**src/hdl/sqb_pkg.sv**
```systemverilog
`default_nettype none
package sqb_pkg;

  localparam logic [1:0] CMD_BEGIN = 2'd0;
  localparam logic [1:0] CMD_DRAW  = 2'd1;
  localparam logic [1:0] CMD_END   = 2'd2;

  localparam logic KIND_VERTEX = 1'b0;
  localparam logic KIND_FLUSH  = 1'b1;

  localparam logic [31:0] ONE_Q16     = 32'h0001_0000;
  localparam logic [63:0] Q30_ONE     = 64'h0000_0000_4000_0000;
  localparam logic [63:0] HALF_PI_Q30 = 64'd1686629713;

  typedef struct packed {
    logic [1:0]         command;
    logic signed [31:0] pos_x;
    logic signed [31:0] pos_y;
    logic signed [31:0] pos_z;
    logic signed [31:0] size_x;
    logic signed [31:0] size_y;
    logic [15:0]        angle;
    logic               textured;
    logic [31:0]        texture_id;
    logic [31:0]        tiling;
    logic [31:0]        color;
  } in_t;

  typedef struct packed {
    logic               kind;
    logic signed [31:0] vert_x;
    logic signed [31:0] vert_y;
    logic signed [31:0] vert_z;
    logic [31:0]        vert_color;
    logic [1:0]         corner;
    logic [4:0]         tex_slot;
    logic [31:0]        vert_tiling;
    logic [12:0]        batch_indices;
    logic [5:0]         batch_slots;
    logic               last;
  } out_t;

  typedef struct packed {
    logic capture;
    logic emit_end;
    logic srch_step;
    logic srch_hit;
    logic trig;
    logic mul1;
    logic mul2;
    logic emit_flush;
    logic alloc;
    logic emit_vtx;
  } ctl_cmd_t;

  typedef struct packed {
    logic [1:0] in_cmd;
    logic       in_textured;
    logic       slot_single;
    logic       match;
    logic       srch_last;
    logic       need_flush;
    logic       out_free;
    logic       corner_last;
  } ctl_sts_t;

  // sine over a quarter turn, r in q30, result q16.16 in 0..65536
  function automatic logic [16:0] quarter_sine(logic [63:0] r);
    logic [63:0] x;
    logic [63:0] x2;
    logic [63:0] v;
    logic [63:0] s;
    if (r == 64'd0) return 17'd0;
    if (r >= Q30_ONE) return 17'd65536;
    x  = (r * HALF_PI_Q30) >> 30;
    x2 = (x * x) >> 30;
    v  = Q30_ONE;
    v  = Q30_ONE - ((x2 * v) >> 30) / 64'd156;
    v  = Q30_ONE - ((x2 * v) >> 30) / 64'd110;
    v  = Q30_ONE - ((x2 * v) >> 30) / 64'd72;
    v  = Q30_ONE - ((x2 * v) >> 30) / 64'd42;
    v  = Q30_ONE - ((x2 * v) >> 30) / 64'd20;
    v  = Q30_ONE - ((x2 * v) >> 30) / 64'd6;
    s  = (x * v) >> 30;
    s  = (s + 64'd8192) >> 14;
    if (s > 64'd65536) s = 64'd65536;
    return 17'(s);
  endfunction

  // sine of a q32 turn fraction, q16.16
  function automatic logic signed [17:0] turn_sine(logic [31:0] t);
    logic [63:0]        r;
    logic signed [17:0] v;
    r = {34'd0, t[29:0]};
    if (t[30]) v = $signed({1'b0, quarter_sine(Q30_ONE - r)});
    else       v = $signed({1'b0, quarter_sine(r)});
    return t[31] ? -v : v;
  endfunction

endpackage
`default_nettype wire

```
**src/hdl/sqb_ctrl.sv**
```systemverilog
`default_nettype none
module sqb_ctrl (
  input  wire logic              clk_i,
  input  wire logic              rst_ni,
  input  wire logic              in_valid_i,
  output logic                   in_stall_o,
  input  wire sqb_pkg::ctl_sts_t sts_i,
  output sqb_pkg::ctl_cmd_t      cmd_o
);

  localparam logic [3:0] S_IDLE  = 4'd0;
  localparam logic [3:0] S_END   = 4'd1;
  localparam logic [3:0] S_RD    = 4'd2;
  localparam logic [3:0] S_CMP   = 4'd3;
  localparam logic [3:0] S_TRIG  = 4'd4;
  localparam logic [3:0] S_MUL1  = 4'd5;
  localparam logic [3:0] S_MUL2  = 4'd6;
  localparam logic [3:0] S_DEC   = 4'd7;
  localparam logic [3:0] S_FLUSH = 4'd8;
  localparam logic [3:0] S_ALLOC = 4'd9;
  localparam logic [3:0] S_VTX   = 4'd10;

  logic [3:0] state_q, state_d;

  assign in_stall_o = (state_q != S_IDLE);

  always_comb begin
    state_d = state_q;
    cmd_o   = '0;
    case (state_q)
      S_IDLE: begin
        if (in_valid_i) begin
          cmd_o.capture = 1'b1;
          case (sts_i.in_cmd)
            sqb_pkg::CMD_END: state_d = S_END;
            sqb_pkg::CMD_DRAW: begin
              if (sts_i.in_textured && !sts_i.slot_single) state_d = S_RD;
              else state_d = S_TRIG;
            end
            default: state_d = S_IDLE;
          endcase
        end
      end
      S_END: begin
        if (sts_i.out_free) begin
          cmd_o.emit_end = 1'b1;
          state_d = S_IDLE;
        end
      end
      S_RD: state_d = S_CMP;
      S_CMP: begin
        if (sts_i.match) begin
          cmd_o.srch_hit = 1'b1;
          state_d = S_TRIG;
        end else if (sts_i.srch_last) begin
          state_d = S_TRIG;
        end else begin
          cmd_o.srch_step = 1'b1;
          state_d = S_RD;
        end
      end
      S_TRIG: begin
        cmd_o.trig = 1'b1;
        state_d = S_MUL1;
      end
      S_MUL1: begin
        cmd_o.mul1 = 1'b1;
        state_d = S_MUL2;
      end
      S_MUL2: begin
        cmd_o.mul2 = 1'b1;
        state_d = S_DEC;
      end
      S_DEC: begin
        state_d = sts_i.need_flush ? S_FLUSH : S_ALLOC;
      end
      S_FLUSH: begin
        if (sts_i.out_free) begin
          cmd_o.emit_flush = 1'b1;
          state_d = S_ALLOC;
        end
      end
      S_ALLOC: begin
        cmd_o.alloc = 1'b1;
        state_d = S_VTX;
      end
      S_VTX: begin
        if (sts_i.out_free) begin
          cmd_o.emit_vtx = 1'b1;
          if (sts_i.corner_last) state_d = S_IDLE;
        end
      end
      default: state_d = S_IDLE;
    endcase
  end

  always_ff @(posedge clk_i or negedge rst_ni) begin
    if (!rst_ni) begin
      state_q <= S_IDLE;
    end else begin
      state_q <= state_d;
    end
  end

  a_emit_free: assert property (@(posedge clk_i) disable iff (!rst_ni)
    (cmd_o.emit_end || cmd_o.emit_flush || cmd_o.emit_vtx) |-> sts_i.out_free)
    else $error("result issued while output register busy");

  a_emit_one: assert property (@(posedge clk_i) disable iff (!rst_ni)
    $onehot0({cmd_o.emit_end, cmd_o.emit_flush, cmd_o.emit_vtx}))
    else $error("two results issued in one cycle");

  a_vtx_after_alloc: assert property (@(posedge clk_i) disable iff (!rst_ni)
    cmd_o.alloc |=> (state_q == S_VTX))
    else $error("vertex phase not entered after slot allocation");

endmodule
`default_nettype wire

```
**config.mk**
```make
export PLATFORM = sky130hd
export DESIGN_NAME = sqb_ctrl
export DESIGN_NICKNAME = d
export VERILOG_FILES = /design/src/hdl/sqb_pkg.sv /design/src/hdl/sqb_ctrl.sv
export SDC_FILE = /design/constraint.sdc
export NUM_CORES = 1
export LEC_CHECK = 0
export BUFFER_PORTS_ARGS = -buffer_cell sky130_fd_sc_hd__buf_2
export CAP_MARGIN = 0
export CELL_PAD_IN_SITES_DETAIL_PLACEMENT = 1
export CELL_PAD_IN_SITES_GLOBAL_PLACEMENT = 2
export CORE_ASPECT_RATIO = 0.9
export CORE_MARGIN = 10
export CORE_UTILIZATION = 20
export DETAILED_ROUTE_END_ITERATION = 10
export GPL_TIMING_DRIVEN = 1
export MAX_ROUTING_LAYER = met4
export PLACE_DENSITY_LB_ADDON = 0.1
export SLEW_MARGIN = 5
export SYNTH_ARGS = -nofsm -noshare
export SYNTH_HDL_FRONTEND = slang
export SYNTH_SLANG_ARGS = --single-unit
export TNS_END_PERCENT = 10
```
**constraint.sdc**
```tcl
create_clock -name clk_i -period 1.8 [get_ports clk_i]
set_input_delay 0.09 -clock clk_i [delete_from_list [all_inputs] [get_ports clk_i]]
set_output_delay 0.09 -clock clk_i [all_outputs]
set_load 0.01 [all_outputs]
```
Word-level counts from Yosys, hierarchy flattened:

Index checks and enable logic that the tools add are counted.

* bits of input ports: 12
* bits in registers: 4
* logic and storage cells: 48
* output and inout bits: 11

* muxes and demuxes: 25
* equal/unequal tests: 17
* reduce and logical (&&, ||, !) cells: 5

Operators by type and width (count)
* 4-bit one-hot mux with 11 select lines: 1
* 4-bit two-way mux: 6
* 4-bit by 3-bit equality test with 1-bit output (second input constant): 4
* 1-bit two-way mux: 14
* 4-bit equality test (second input constant): 3
* 2-bit != test (second input constant): 5
* 4-bit by 2-bit equality test with 1-bit output (second input constant): 2
* 4-bit one-hot mux with 2 select lines: 1
* 3-bit two-way mux: 2
* 5-bit AND reduction: 1
* 4-bit by 1-bit equality test with 1-bit output (second input constant): 1
* 4-bit zero test: 1
* 4-bit nonzero test: 1
* 2-bit by 1-bit equality test with 1-bit output (second input constant): 1
* 2-bit equality test (second input constant): 1
* 2-bit two-way mux: 1
* 1-bit logical AND: 1
* 1-bit zero test: 1

Logic depth before layout (Yosys ltp):

Gate-level depths: netlist (run 1).

* depth after elaboration: 6
* gate-level depth with buffers: 5
* mapped depth without buffers: 4

Worst setup path after synthesis (run 1):

No wires, ideal clock.

* path type: flip-flop to flip-flop
* start point: register state_q[3]
* end point: register state_q[1]
* period minus slack after synthesis: 1.461 ns
* slack: 0.339 ns
* buffers on the path: 1
* setup time: 0.083 ns
* data required time: 1.717 ns
* stages on the path, launching flop included: 6
* arrival: 1.379 ns
* cell sequence: dfrtp_1 -> buf_6 -> or4_4 -> nor3_2 -> a31oi_1 -> o22ai_1

* longest elaborated chain between the ends: 3
* elaborated cells on any way between the ends: 18
* classes of those cells: eq/ne: 15; mux: 1; reduce/logical: 2

Ends and longest elaborated chain
* start, declared: line sqb_ctrl.sv:23 `logic [3:0] state_q, state_d;`
* start signal, assigned: line sqb_ctrl.sv:101 `state_q <= state_d;`
* 4-bit by 1-bit equality test with 1-bit output, or another cell as far along: line sqb_ctrl.sv:30 `case (state_q)`
* 2-bit != test (no source line)
* 5-bit AND reduction (no source line)

Several ways; a longest one is shown, not always the timed one.
A chain may end at the register's enable or synchronous reset.

==> summary.txt, run 1 <==
Fillers -> 258
Top reg by flops -> state_q
maximum vdd drop -> 0.000556 V
top flop regs -> state_q: 4 flops
Worst Path Buf+Inv -> 1
crit path kind -> flop to output pin
Area Growth Syn to Fin -> 40.3%
startpoint types -> flop
status -> finished clean
PD cells -> 1390 mW/mm^2
Ports -> 23
Max Clk Rate -> 612 MHz
Congestion Overflow GR -> 0
Hold WC Path Type -> input port to flop
vias in the first global route -> 533
Total GRT Usage -> 7.66%
Placement Rows -> 15
share of post-route cells with drive strength above 1 -> 35.7%
CP top delay family -> simple AND/OR/NAND/NOR gates
slowest stage delay, CP -> 590 ps
area of the mapped netlist -> 413 sq um
Die Y -> 63.1 microns
TritonCTS buffer count -> 3
final slew viol count -> 0
largest net degree at the start of global routing -> 14
antenna viol nets, final -> 0
RePlAce Congestion -> 0.761
post-synthesis register bit count -> 4
cells after synthesis -> 60
register area share after synthesis -> 24.2%
die area -> 0.00428 sq mm
post-synth net total -> 72
drt first pass iters -> 4
Final min period -> 1630 ps
core area -> 0.00193 sq mm
initial antenna violation count -> 0
Area after DPL -> 547 sq um
Yosys cell types -> 24
Largest register FFs -> 4
final hold viol count -> 0
final WL -> 1590 microns
Vias/cell -> 4.85
Yosys Warn Count -> 0
max cap viols -> 0
Port Buffers -> 22
cell leakage power -> 0.273 nW
die width -> 67.9 microns
Worst-Skew Late Latency -> 230 ps
crit path max fanout -> 10
ant diodes -> 0
placed cells -> 105
clock sink count -> 4
Layout Nets -> 98
worst path arrival time -> 1540 ps
Avg WL per Cell -> 14.6 microns
wire length of the first global-routing pass -> 2550 microns
Worst setup EP type -> output pin
setup TNS -> 0 ps
synthesized area per cell -> 6.88 sq um
RSZ-0062 raised after global routing -> no
H-tree depth -> 1
clock tree buffer depth -> 2
slowest stage cell, crit path -> or4_4
clk root buf -> clkbuf_4
Cell Chain, Critical Path -> or4_4 -> nor2_1 -> buf_2
Post-DP HPWL -> 1310 microns
clock skew -> 1.10 ps
CP required -> 1710 ps
Setup Fix Bufs, Post-CTS -> 0
clock-pin slew on the worst setup and hold paths -> 40 ps
relative slew slack -> 74.4%
Initial Utilization -> 21.4%
Layout Cells excl Fill -> 109
share of the clock period used by the worst path -> 90.7%
Reg2Reg Setup Slack -> 290 ps
Slew @ Worst Pin -> 385 ps
CTS tree -> done
Finish-stage setup viols -> 0
vias -> 529
drt drc -> 0
initial DRC count -> 12
final instance area -> 579 sq um
-- synth_stat cells (all sizes together) --
cell | count | share of area, %
nor2 | 8 | 7.3
inv | 6 | 5.5
nor3 | 6 | 8.5
o21ai | 5 | 6.1
dfrtp | 4 | 24
nand2 | 4 | 3.6
nand2b | 4 | 6.7
o22ai | 4 | 6.1
a21oi | 3 | 3.6
clkbuf | 3 | 2.7
a31oi | 2 | 3.0
nor4b | 2 | 4.2
a32o | 1 | 2.4
buf | 1 | 2.7
nand3 | 1 | 1.2
nand3b | 1 | 1.8
o2111ai | 1 | 2.1
o211ai | 1 | 1.8
o21a | 1 | 1.8
o21bai | 1 | 1.8
or4 | 1 | 2.7
-- repair_timing --
item / in CTS / in global routing
hold buffers: 1 / 0
gates resized for setup: 0 / 0
endpoints found under the setup margin: 0 / 0
hold endpoints to repair: 4 / 0
-- worst min-delay path, stage by stage --
cell and delay, ps:
buf_2 90, o21ai_1 50, a31oi_1 110
-- per-stage QoR --
step	hold slack (ps)	total power (W)	setup slack [ps]	utilization, %
2_1_floorplan	-206	0.000522	339	-
3_3_place_gp	-101	0.000707	313	28.3
3_5_place_dp	-101	0.000696	289	28.3
4_1_cts	162	0.000816	153	30.0
5_1_grt	198	0.000877	63.1	30.0
6_report	157	0.000803	167	30.0
-- kinds of logic after synthesis --
| group | count (synthesis) | share of synthesized area (%) |
|---|---|---|
| AO/OA/AOI/OAI | 19 | 28.8 |
| buffers and inverters | 10 | 10.9 |
| flip-flops | 4 | 24.2 |
| AND/OR/NAND/NOR | 27 | 36.1 |
-- path summary, 6_finish.rpt --
path                            start          to  cells past startpoint
max                        state_q[3]    cmd_o[9]                      3
min                          sts_i[5]  state_q[2]                      3
max reg2reg                state_q[3]  state_q[1]                      4
min reg2reg                state_q[2]  state_q[1]                      2
max in group asynchronous      rst_ni  state_q[2]                      2
min in group asynchronous      rst_ni  state_q[3]                      2
-- routing by layer --
metal | global-route usage, % | vias to the layer above | wire length [microns]
met5 | - | - | 0
met4 | 4.52 | 0 | 19
met3 | 1.24 | 2 | 100
met2 | 11.3 | 22 | 694
met1 | 9.46 | 239 | 773
li1 | - | 266 | -
-- placed cells by master (no fill, tap or decap), types with 2 or more instances in the layout --
master | synthesis | final
nand2b_1 | 3 | 3
buf_2 | 0 | 22
o21ai_0 | 4 | 4
clkbuf_4 | 0 | 3
o22ai_1 | 4 | 4
nor3_1 | 5 | 5
buf_4 | 0 | 2
nor4b_1 | 2 | 2
a21oi_1 | 3 | 3
inv_1 | 6 | 6
a31oi_1 | 2 | 2
nor2_1 | 8 | 8
dfrtp_1 | 4 | 4
nand2_1 | 4 | 4
-- power by group --
group          internal (W)  switching [W]
registers          0.000122      0.0000405
logic              0.000227       0.000302
clock network     0.0000746      0.0000370
-- area by class of cell --
type | instances | area, sq um | share of cell area (%)
sequential | 4 | 100 | 17.3
inverter | 6 | 22.5 | 3.89
timing repair buffer | 25 | 135 | 23.3
clock buffer | 3 | 22.5 | 3.89
tap | 25 | 31.3 | 5.40
multi-input combinational | 46 | 268 | 46.2
(Power assumes the default switching activity.)
==> run 2, diff against run 1 <==
CELL_PAD_IN_SITES_DETAIL_PLACEMENT = default   (was 1)
CELL_PAD_IN_SITES_GLOBAL_PLACEMENT = default   (was 2)
CORE_AREA = 10 10 47 49   (was default)
CORE_ASPECT_RATIO = default   (was 0.9)
CORE_MARGIN = default   (was 10)
CORE_UTILIZATION = default   (was 20)
DIE_AREA = 0 0 57 59   (was default)
PLACE_DENSITY_LB_ADDON = default   (was 0.1)
==> summary.txt, run 2 (synthesized netlist as in run 1, its figures left out) <==
status -> finished clean
Top reg by flops -> state_q
vias in the first global route -> 552
die area -> 0.00336 sq mm
most common cell after layout, fill and taps aside -> buf_2
worst path arrival time -> 1520 ps
clock-pin slew on the worst setup and hold paths -> 40 ps
die width -> 57 microns
most frequent cells in the layout -> buf_2 (22), nor2_1 (8), inv_1 (6)
slowest stage cell, crit path -> or4_4
core area -> 0.00140 sq mm
Layout Cells excl Fill -> 101
clk root buf -> clkbuf_4
PD cells -> 1390 mW/mm^2
crit path max fanout -> 10
Cell Chain, Critical Path -> or4_4 -> nor2_1 -> buf_2
Finish-stage setup viols -> 0
Setup Fix Bufs, Post-CTS -> 0
final slew viol count -> 0
maximum vdd drop -> 0.000878 V
share of post-route cells with drive strength above 1 -> 36.5%
Area Growth Syn to Fin -> 39.4%
RSZ-0062 raised after global routing -> no
top flop regs -> state_q: 4 flops
Placement Rows -> 14
Layout Nets -> 99
Vias/cell -> 5.28
slowest stage delay, CP -> 590 ps
final hold viol count -> 0
Die Y -> 59 microns
Final min period -> 1610 ps
Largest register FFs -> 4
RePlAce Congestion -> 0.867
cell leakage power -> 0.278 nW
clock skew -> 6.72 ps
CTS tree -> done
share of the clock period used by the worst path -> 89.7%
Initial Utilization -> 29.5%
vias -> 533
placed cells -> 97
final WL -> 1390 microns
setup TNS -> 0 ps
Slew @ Worst Pin -> 269 ps
wire length of the first global-routing pass -> 2550 microns
max cap viols -> 0
drt drc -> 0
Congestion Overflow GR -> 0
antenna viol nets, final -> 0
clock tree buffer depth -> 2
initial DRC count -> 25
relative slew slack -> 82.1%
largest net degree at the start of global routing -> 14
Worst-Skew Late Latency -> 240 ps
Hold WC Path Type -> input port to flop
ant diodes -> 0
Ports -> 23
Port Buffers -> 22
clock sink count -> 4
crit path kind -> flop to output pin
startpoint types -> flop
Avg WL per Cell -> 13.7 microns
Post-DP HPWL -> 1120 microns
initial antenna violation count -> 0
CP required -> 1710 ps
H-tree depth -> 1
drt first pass iters -> 4
Total GRT Usage -> 9.43%
Worst setup EP type -> output pin
Max Clk Rate -> 619 MHz
TritonCTS buffer count -> 3
[run 2: cell types whose count changed in the layout (fill, tap and decap cells not counted)]
cell / delta
buf_4: +1
[run 2: area by class of cell]
class,count,area [sq um]
well taps,16,20.0
clock buffers,3,22.5
inverters,6,22.5
fillers,166,826
repair buffers,26,143
multi-input cells,46,268
flip-flops and latches,4,100
[run 2: metrics by stage]
stage	total power (W)	util (%)	setup slack (ps)	area [sq um]	hold WS (ps)
2_1_floorplan	0.000522	-	339	413	-206
3_3_place_gp	0.000687	38.8	344	543	-104
3_5_place_dp	0.000681	38.8	311	543	-102
4_1_cts	0.000801	41.1	183	576	160
5_1_grt	0.000888	41.1	113	576	172
6_report	0.000801	41.1	186	576	160
[run 2: what timing repair did]
item / in CTS / in global routing
hold buffers: 1 / 0
resized for setup: 0 / 0
endpoints found under the hold margin: 4 / 0
setup endpoints to repair: 0 / 0
[run 2: worst max-delay path, delay by kind of cell (launching register included)]
family | cells | cell delay (ps)
buffers and inverters | 1 | 130
AND/OR/NAND/NOR | 2 | 690
flip-flops | 1 | 460
[run 2: layer usage]
metal | wire length, microns | global-route usage [%] | vias to the layer above
li1 | - | - | 267
met1 | 591 | 10.1 | 247
met2 | 737 | 15.5 | 17
met3 | 42 | 2.58 | 2
met4 | 17 | 5.03 | 0
met5 | 0 | - | -
[run 2: report_power, final]
group / total (W) / switching [W] / internal (W)
combinational: 0.000532 / 0.000299 / 0.000233
sequential: 0.000156 / 0.0000338 / 0.000122
clock: 0.000113 / 0.0000385 / 0.0000746
[run 2: worst paths after layout]
check,startpoint,end,slack [ps],cells after the start
hold reg to reg,state_q[2],state_q[1],660,2
hold / removal,sts_i[5],state_q[2],160,3
setup / recovery,state_q[3],cmd_o[9],190,3
max in group asynchronous,rst_ni,state_q[2],1500,2
min in group asynchronous,rst_ni,state_q[0],180,2
setup reg to reg,state_q[3],state_q[1],300,4
==> run 3, diff against run 2 <==
SLEW_MARGIN = 30   (was 5)
clock period = 1.46 ns   (was 1.8 ns; I/O delays follow)
==> summary.txt, run 3 (synthesized netlist as in run 1, its figures left out) <==
Placement Rows -> 14
die area -> 0.00336 sq mm
final WL -> 1410 microns
final instance area -> 612 sq um
core area -> 0.00140 sq mm
wire length of the first global-routing pass -> 2390 microns
status -> finished with violations
top flop regs -> state_q: 4 flops
vias in the first global route -> 559
startpoint types -> flop
relative slew slack -> 80.7%
hold slack final -> 125 ps
crit path kind -> flop to output pin
share of the clock period used by the worst path -> 101%
worst setup margin -> -10.0 ps
Ports -> 23
clock tree buffer depth -> 2
worst path arrival time -> 1400 ps
Total GRT Usage -> 8.86%
crit path max fanout -> 3
Worst setup EP type -> output pin
placed cells -> 98
Hold WC Path Type -> input port to flop
RePlAce Congestion -> 0.811
Reg2Reg Setup Slack -> 70 ps
die width -> 57 microns
Layout Nets -> 100
cell leakage power -> 0.290 nW
initial DRC count -> 5
Max Clk Rate -> 680 MHz
initial antenna violation count -> 0
Area Growth Syn to Fin -> 48.2%
Port Buffers -> 22
Final min period -> 1470 ps
Area after DPL -> 551 sq um
most common cell after layout, fill and taps aside -> buf_2
largest net degree at the start of global routing -> 14
drt first pass iters -> 4
Layout Cells excl Fill -> 102
Largest register FFs -> 4
PD cells -> 1700 mW/mm^2
clock skew -> 6.23 ps
clk root buf -> clkbuf_4
H-tree depth -> 1
drt drc -> 0
Congestion Overflow GR -> 0
Die Y -> 59 microns
final hold viol count -> 0
final slew viol count -> 0
maximum vdd drop -> 0.000563 V
clock-pin slew on the worst setup and hold paths -> 40 ps
RSZ-0062 raised after global routing -> yes
Slew @ Worst Pin -> 286 ps
Post-DP HPWL -> 1120 microns
violated checks -> negative setup slack
DP Worst Slack -> -2.01 ps
max cap viols -> 0
Fillers -> 158
ant diodes -> 0
Vias/cell -> 5.28
Finish-stage setup viols -> 1
Top reg by flops -> state_q
TritonCTS buffer count -> 3
most frequent cells in the layout -> buf_2 (22), nor3_1 (5), nor2_1 (5), inv_1 (5)
share of post-route cells with drive strength above 1 -> 45.3%
CTS tree -> done
Setup Fix Bufs, Post-CTS -> 0
vias -> 539
antenna viol nets, final -> 0
Initial Utilization -> 29.5%
clock sink count -> 4
CP required -> 1390 ps
setup TNS -> -10.0 ps
Avg WL per Cell -> 13.9 microns
Worst-Skew Late Latency -> 240 ps
==> run 3: cell count changes in the layout (fill, tap and decap cells not counted), sizes merged <==
cell / before / now
buf: 25 / 26
==> run 3: path summary, 6_finish.rpt <==
kind | from | endpoint | cells past startpoint
min | sts_i[5] | state_q[2] | 3
min reg2reg | state_q[2] | state_q[1] | 2
max | state_q[3] | cmd_o[9] | 3
max in group asynchronous | rst_ni | state_q[0] | 2
max reg2reg | state_q[3] | state_q[2] | 4
min in group asynchronous | rst_ni | state_q[1] | 2
==> run 3: stage by stage <==
| stage | power (W) | utilization (%) |
|---|---|---|
| after global placement | 0.000849 | 39.3 |
| after CTS | 0.00101 | 42.1 |
| after detailed placement | 0.000863 | 39.3 |
| after global routing | 0.00113 | 43.7 |
| final | 0.00104 | 43.7 |
| after floorplan | 0.000646 | - |
==> run 3: layout make-up <==
type | instances | area [sq um] | area share (%)
well taps | 16 | 20.0 | 3.27
clock buffers | 3 | 22.5 | 3.68
flip-flops and latches | 4 | 100 | 16.4
multi-input cells | 46 | 297 | 48.5
inverters | 6 | 22.5 | 3.68
repair buffers | 27 | 150 | 24.5
==> run 3: critical path: stages, from the launching register on <==
cell     delay [ps]
dfrtp_1         370
or4_4           570
nor2_2           90
buf_2           130
==> run 3: power breakdown <==
part	internal [W]	leakage (nW)	switching [W]	total, W
Sequential	0.000151	0.0538	0.0000183	0.000169
Combinational	0.000310	0.223	0.000422	0.000733
Clock	0.0000919	0.0138	0.0000460	0.000138
==> run 3: routing by layer <==
metal	up-vias	track usage (%)	wire [microns]
li1	272	-	-
met1	246	9.33	615
met2	19	15.2	729
met3	2	1.72	51
met4	0	5.03	16
met5	-	-	0
==> run 3: what timing repair did <==
action | 4_1_cts | 5_1_grt
endpoints found under the setup margin | 2 | 7
gates resized for setup | 1 | 7
pin swaps | 0 | 4
endpoints found under the hold margin | 4 | 0
cloned | 0 | 0
hold buffers | 1 | 0
